===== src/design/fvm_pkg.sv =====
// Shared types and constants of the fading voice mixer.
`timescale 1ns / 1ps
package fvm_pkg;

	typedef enum logic [1:0] {
		OP_WRITE = 2'd0,
		OP_START = 2'd1,
		OP_STOP  = 2'd2,
		OP_TICK  = 2'd3
	} op_t;

	typedef enum logic [3:0] {
		S_IDLE,
		S_EXEC,
		S_START,
		S_VOL,
		S_RD1,
		S_RD2,
		S_ACC,
		S_OUT
	} state_t;

	localparam logic [15:0] VOL_ONE    = 16'h8000;
	localparam logic [16:0] POS_MAX    = 17'h1FFFF;
	localparam logic [15:0] FADE_RESET = 16'd7;

	// controller to datapath
	typedef struct packed {
		logic latch;
		logic mem_we;
		logic do_stop;
		logic do_start;
		logic idx_clr;
		logic idx_inc;
		logic clr_acc;
		logic vol_step;
		logic rd_second;
		logic mul_left;
		logic acc_left;
		logic mul_right;
		logic acc_right;
		logic load_start;
		logic load_tick;
	} cmd_t;

	// datapath to controller
	typedef struct packed {
		op_t  op;
		logic go;
		logic last;
		logic out_free;
	} sts_t;

endpackage


===== src/design/fvm_ctrl.sv =====
// Sequencing state machine of the mixer.
`timescale 1ns / 1ps
module fvm_ctrl import fvm_pkg::*; (
	input  logic clk,
	input  logic arst_n,
	input  logic in_valid,
	output logic in_stall,
	input  sts_t sts,
	output cmd_t cmd
);
	state_t state_q, state_d;

	always_ff @(posedge clk or negedge arst_n) begin
		if (!arst_n) begin
			state_q <= S_IDLE;
		end else begin
			state_q <= state_d;
		end
	end

	always_comb begin
		state_d = state_q;
		case (state_q)
			S_IDLE:  if (in_valid) state_d = S_EXEC;
			S_EXEC: begin
				case (sts.op)
					OP_START: state_d = S_START;
					OP_TICK:  state_d = S_VOL;
					default:  state_d = S_IDLE;
				endcase
			end
			S_START: if (sts.out_free) state_d = S_IDLE;
			S_VOL: begin
				if (sts.go) state_d = S_RD1;
				else if (sts.last) state_d = S_OUT;
			end
			S_RD1:   state_d = S_RD2;
			S_RD2:   state_d = S_ACC;
			S_ACC:   state_d = sts.last ? S_OUT : S_VOL;
			S_OUT:   if (sts.out_free) state_d = S_IDLE;
			default: state_d = S_IDLE;
		endcase
	end

	always_comb begin
		cmd      = '0;
		in_stall = (state_q != S_IDLE);
		case (state_q)
			S_IDLE: cmd.latch = in_valid;
			S_EXEC: begin
				cmd.mem_we  = (sts.op == OP_WRITE);
				cmd.do_stop = (sts.op == OP_STOP);
				cmd.idx_clr = 1'b1;
				cmd.clr_acc = 1'b1;
			end
			S_START: begin
				cmd.do_start   = sts.out_free;
				cmd.load_start = sts.out_free;
			end
			S_VOL: begin
				cmd.vol_step = 1'b1;
				cmd.idx_inc  = !sts.go && !sts.last;
			end
			S_RD1: begin
				cmd.mul_left  = 1'b1;
				cmd.rd_second = 1'b1;
			end
			S_RD2: begin
				cmd.acc_left  = 1'b1;
				cmd.mul_right = 1'b1;
			end
			S_ACC: begin
				cmd.acc_right = 1'b1;
				cmd.idx_inc   = !sts.last;
			end
			S_OUT:   cmd.load_tick = sts.out_free;
			default: cmd = '0;
		endcase
	end

	a_rd_order: assert property (@(posedge clk) disable iff (!arst_n)
		state_q == S_RD1 |=> state_q == S_RD2)
		else $error("second read did not follow the first");
endmodule


===== config.mk =====
export PLATFORM = sky130hd
export DESIGN_NAME = fvm_ctrl
export DESIGN_NICKNAME = d
export VERILOG_FILES = /design/src/design/fvm_pkg.sv /design/src/design/fvm_ctrl.sv
export SDC_FILE = /design/constraint.sdc
export NUM_CORES = 1
export LEC_CHECK = 0
export ABC_AREA = 1
export BUFFER_PORTS_ARGS = -buffer_cell sky130_fd_sc_hd__buf_2
export CORE_AREA = 2 2 39 41
export DETAILED_ROUTE_END_ITERATION = 10
export DIE_AREA = 0 0 41 43
export PLACE_DENSITY = 0.59
export SYNTH_ARGS = -nofsm -noshare
export SYNTH_HDL_FRONTEND = slang
export SYNTH_SLANG_ARGS = --single-unit

===== constraint.sdc =====
create_clock -name clk -period 2.2 [get_ports clk]
set_input_delay 0.44 -clock clk [delete_from_list [all_inputs] [get_ports clk]]
set_output_delay 0.44 -clock clk [all_outputs]
set_load 0.05 [all_outputs]

* After elaboration in Yosys (flattened, before gate mapping) *
Index checks and enable logic that the tools add are counted.

storage, ports and cells
  output and inout port bits = 16
  logic and storage cells = 39
  register bits = 4
  bits of input ports = 8

cells by class
  reductions and logical operators = 8
  equality and inequality tests = 13
  mux-type cells = 17

operator list
  cell                                                    count
  one-hot mux 4 bit (7 select lines)                      1
  equality test 4 x 3 -> 1 bit (second input constant)    4
  2-to-1 mux 4 bit                                        4
  equality test 4 x 2 -> 1 bit (second input constant)    2
  2-to-1 mux 1 bit                                        6
  2-to-1 mux 2 bit                                        3
  equality test 2 bit (second input constant)             2
  equality test 4 x 1 -> 1 bit (second input constant)    1
  zero test 4 bit                                         1
  one-hot mux 2 bit (2 select lines)                      1
  nonzero test 4 bit                                      1
  2-to-1 mux 3 bit                                        1
  inequality test 3 bit (second input constant)           1
  AND reduction 3 bit                                     1
  equality test 2 x 1 -> 1 bit (second input constant)    1
  zero test 1 bit                                         2
  zero test 2 bit                                         1
  inequality test 2 x 1 -> 1 bit (second input constant)  1
  inequality test 2 bit (second input constant)           1
  one-hot mux 1 bit (2 select lines)                      1
  OR reduction 2 bit                                      1
  logical AND 1 bit                                       1

* Longest topological paths before layout *
  depth in word-level cells = 4
  mapped depth = 8
  gate-level depth less buffers = 8

* Worst setup path after synthesis *
No wires, ideal clock.

  path type = register to output
  from = reg state_q[0]
  to = out cmd[11] in the netlist's numbering
  data arrival time = 2.029 ns
  path slack = -0.269 ns
  required time = 1.760 ns
  path buffers = 1
  stages on the path, launching flop included = 5
  cell sequence = dfrtp_1 inv_2 nand2_2 nor3_1 buf_4

RTL lines
  what                    RTL line        text
  start, declared         fvm_ctrl.sv:11  state_t state_q, state_d;
  start signal, assigned  fvm_ctrl.sv:17  state_q <= state_d;
  end, declared           fvm_ctrl.sv:9   output cmd_t cmd

==> impl.org <==
** Timing
- Pin slew with the least headroom to its limit :: 0.326 ns
- Setup repair after global routing left no endpoint under its margin.
- The hold violation total from the final report came to 0.
- Maximum clock skew at final layout :: 0.00111 ns
- Final TNS setup :: 0 ns
- Finish-stage setup viols :: 0
- Minimum clock period :: about 2.0 ns
- Final count of pins violating max slew :: 0
- Maximum clock frequency :: 507 MHz
- Max-slew headroom :: 78.3%
- Tcrit/Tclk final :: 89.6%

** Floorplanning
- In this run the vertical extent of the chip is around 43 µm.
- Area enclosed by the die boundary :: 0.00176 mm²
- Area of the placeable core :: 0.00138 mm²
- Number of cell rows :: 14
- 24 I/O pins were placed.
- Die width :: 41 µm
- Initial standard-cell utilization of the core :: 26.9%

** Final layout
- Leaving out fill and tap cells, the most frequent cells in the layout are sky130_fd_sc_hd__buf_2, sky130_fd_sc_hd__nand2_1, sky130_fd_sc_hd__nor2_1, sky130_fd_sc_hd__inv_1.
- Largest register FFs :: 3
- The final layout contains 96 nets.
- Share of cells above drive strength 1 :: 47.1%
- Compared with the post-synthesis result, the final layout area differs by 40.4%.
- Area of combinational cells with multiple inputs :: 241 µm²
- Reg with most FFs :: state_q
- Most common library cell in the layout ignoring fill and taps :: sky130_fd_sc_hd__buf_2
- Fillers :: 160
- Final antenna diode count :: 0
- The largest registers in the layout are state_q x3.
- Area taken by flip-flops and latches :: 75.1 µm²

** Critical path
- Sort of element at the end of the critical path :: output pin
- Data on the critical path arrives at its endpoint at 1.53 ns.
- Critical-path maximum fanout :: 9
- The critical path starts at state_q[2].
- The worst setup path is launched from a flip-flop.
- For the worst flop-to-flop path, the logic depth is 6.
- At the worst endpoint, the required time is about 1.8 ns.
- The critical path in this run is classified as reg2out.
- Startpoint of the most critical register-to-register path :: state_q[2]

** Synthesis
- Share of the synthesized area in the top cell type :: 20.2%
- Cell type with the highest aggregate area in the netlist :: sky130_fd_sc_hd__dfrtp_1
- After synthesis the netlist holds a flip-flop and latch count of 3.
- In the synthesized netlist the dominant register cell turns out to be sky130_fd_sc_hd__dfrtp_1.
- The netlist uses 15 different library cells.
- Number of enable flip-flop cells after synthesis :: 0
- Yosys warnings :: 0
- The number of nets handed over by synthesis was 72.
- Cells taking the most area after synthesis :: sky130_fd_sc_hd__dfrtp_1, sky130_fd_sc_hd__nand2_1, sky130_fd_sc_hd__nor2_1, sky130_fd_sc_hd__buf_4, sky130_fd_sc_hd__inv_1
- Post-synthesis area per instance :: 5.81 µm²
- After technology mapping, the gate count stands at 64.
- Summing every instance area after synthesis gives 372 µm².
- Fraction of the yosys area taken by sequential cells :: 20.2%
- FFs w/ async S/R, synth :: 100%

** Drt
- After the first detailed-routing iteration, the DRC count stood at 11.
- Number of optimization iterations in the first detailed-route pass :: 4
- Dividing the detail-routed via count by the number of cells gives 4.26.
- For this run, design rule violations remaining after detail routing come to 0.
- Detailed Route WL :: 860 µm
- The count of nets left with antenna violations once routing finished came out at 0.
- Via count of the routed design :: 439
- Wire length per cell :: about 8.3 µm

** Placement
- Global placement routability congestion :: about 0.81
- Summed over all nets, the half-perimeter wirelength after detailed placement is about 750 µm.
- Port Buf Inserts :: 23

** Clocking
- Clock latency on the worst-skew pair, taken at its later pin, is 0.23 ns.
- Sinks on Clock Net :: 3
- After clock tree synthesis, the setup repair step added 0 buffers.
- Buffers inserted during clock tree synthesis total 3.
- After clock tree synthesis, the clock-pin slew on the worst setup and hold paths is 0.04 ns.
- CTS placed an instance of sky130_fd_sc_hd__clkbuf_4 at the clock tree root.
- Buffer levels on the longest clock path :: 2
- Clock tree from TritonCTS :: yes
- H-Tree Level Count :: 1

** GRT
- Via count of the first global-routing pass :: between 300 and 400
- Entering global routing, the biggest net connects 10 pins.
- Across every metal layer, demand over resource in global routing totals 10.9%.
- Grt ovf :: 0
- The first global-routing pass estimated 1320 µm of wire.
- Number of antenna violations at the first check in global routing :: 0

** Flow run
- Max Cap Viol :: 0

** Worst hold path
- Classification of the worst-slack hold path :: in2async

** Outcome
- The run finished with clean final reports.
[per-stage QoR]
stage	std cells	util [%]	cell area (µm²)	setup slack [ns]	hold slack [ns]
2_1_floorplan	64	-	392	0.0234	0.144
3_3_place_gp	98	35.1	485	0.500	0.238
3_5_place_dp	98	35.1	485	0.469	0.239
4_1_cts	103	37.7	522	0.216	0.531
5_1_grt	103	37.7	522	0.0697	0.539
6_report	103	37.7	522	0.229	0.545
[synthesized netlist by cell type (2+ instances only)]
cell	count
sky130_fd_sc_hd__buf_4	4
sky130_fd_sc_hd__dfrtp_1	3
sky130_fd_sc_hd__inv_1	7
sky130_fd_sc_hd__inv_2	2
sky130_fd_sc_hd__nand2_1	20
sky130_fd_sc_hd__nand2_2	3
sky130_fd_sc_hd__nand3_1	4
sky130_fd_sc_hd__nor2_1	9
sky130_fd_sc_hd__nor2_2	2
sky130_fd_sc_hd__nor3_1	4
sky130_fd_sc_hd__o21ai_0	2
[critical path: stages, from the launching register on]
cell,delay (ns)
sky130_fd_sc_hd__dfrtp_1,0.48
sky130_fd_sc_hd__inv_2,0.19
sky130_fd_sc_hd__nand3_1,0.14
sky130_fd_sc_hd__inv_1,0.11
sky130_fd_sc_hd__nand2_1,0.06
sky130_fd_sc_hd__nor2_2,0.07
sky130_fd_sc_hd__buf_2,0.26
[final cells by class]
cell class	instances	share of cell area [%]
Multi-Input combinational cell	47	46.3
Timing Repair Buffer	24	24.0
Sequential cell	3	14.4
Inverter	9	6.47
Clock buffer	4	5.04
Tap cell	16	3.84
[final timing paths]
| path | end | slack, ns |
|---|---|---|
| max in group asynchronous | state_q[0] | 1.55 |
| worst min register to register | state_q[0] | 0.62 |
| worst min-delay path | state_q[1] | 0.55 |
| worst max-delay path | cmd[12] | 0.23 |
| min in group clk | state_q[2] | 0.57 |
| worst max register to register | state_q[0] | 0.94 |
[logic make-up after synthesis]
logic type	count (synthesis)	synth area share (%)
AOI/OAI and AO/OA	2	2.69
buffers and inverters	14	20.2
DFF	3	20.2
and+or+nand+nor	45	56.9
[timing repair]
action / 4_1_cts / 5_1_grt
hold buffers: 1 / 0
endpoints found under the hold margin: 3 / 0
resized for setup: 0 / 0
[layer usage]
layer | part of all wire (%) | wire (µm) | track usage [%]
met5 | 0 | 0 | 0
met4 | 0 | 0 | 6.00
met3 | 5.5 | 47 | 1.57
met2 | 49 | 424 | 17.2
met1 | 45 | 387 | 13.4
Power is left out: the tool's default activity adds up to more than one toggle a clock period on the data nets, which glitch-free logic cannot reach.
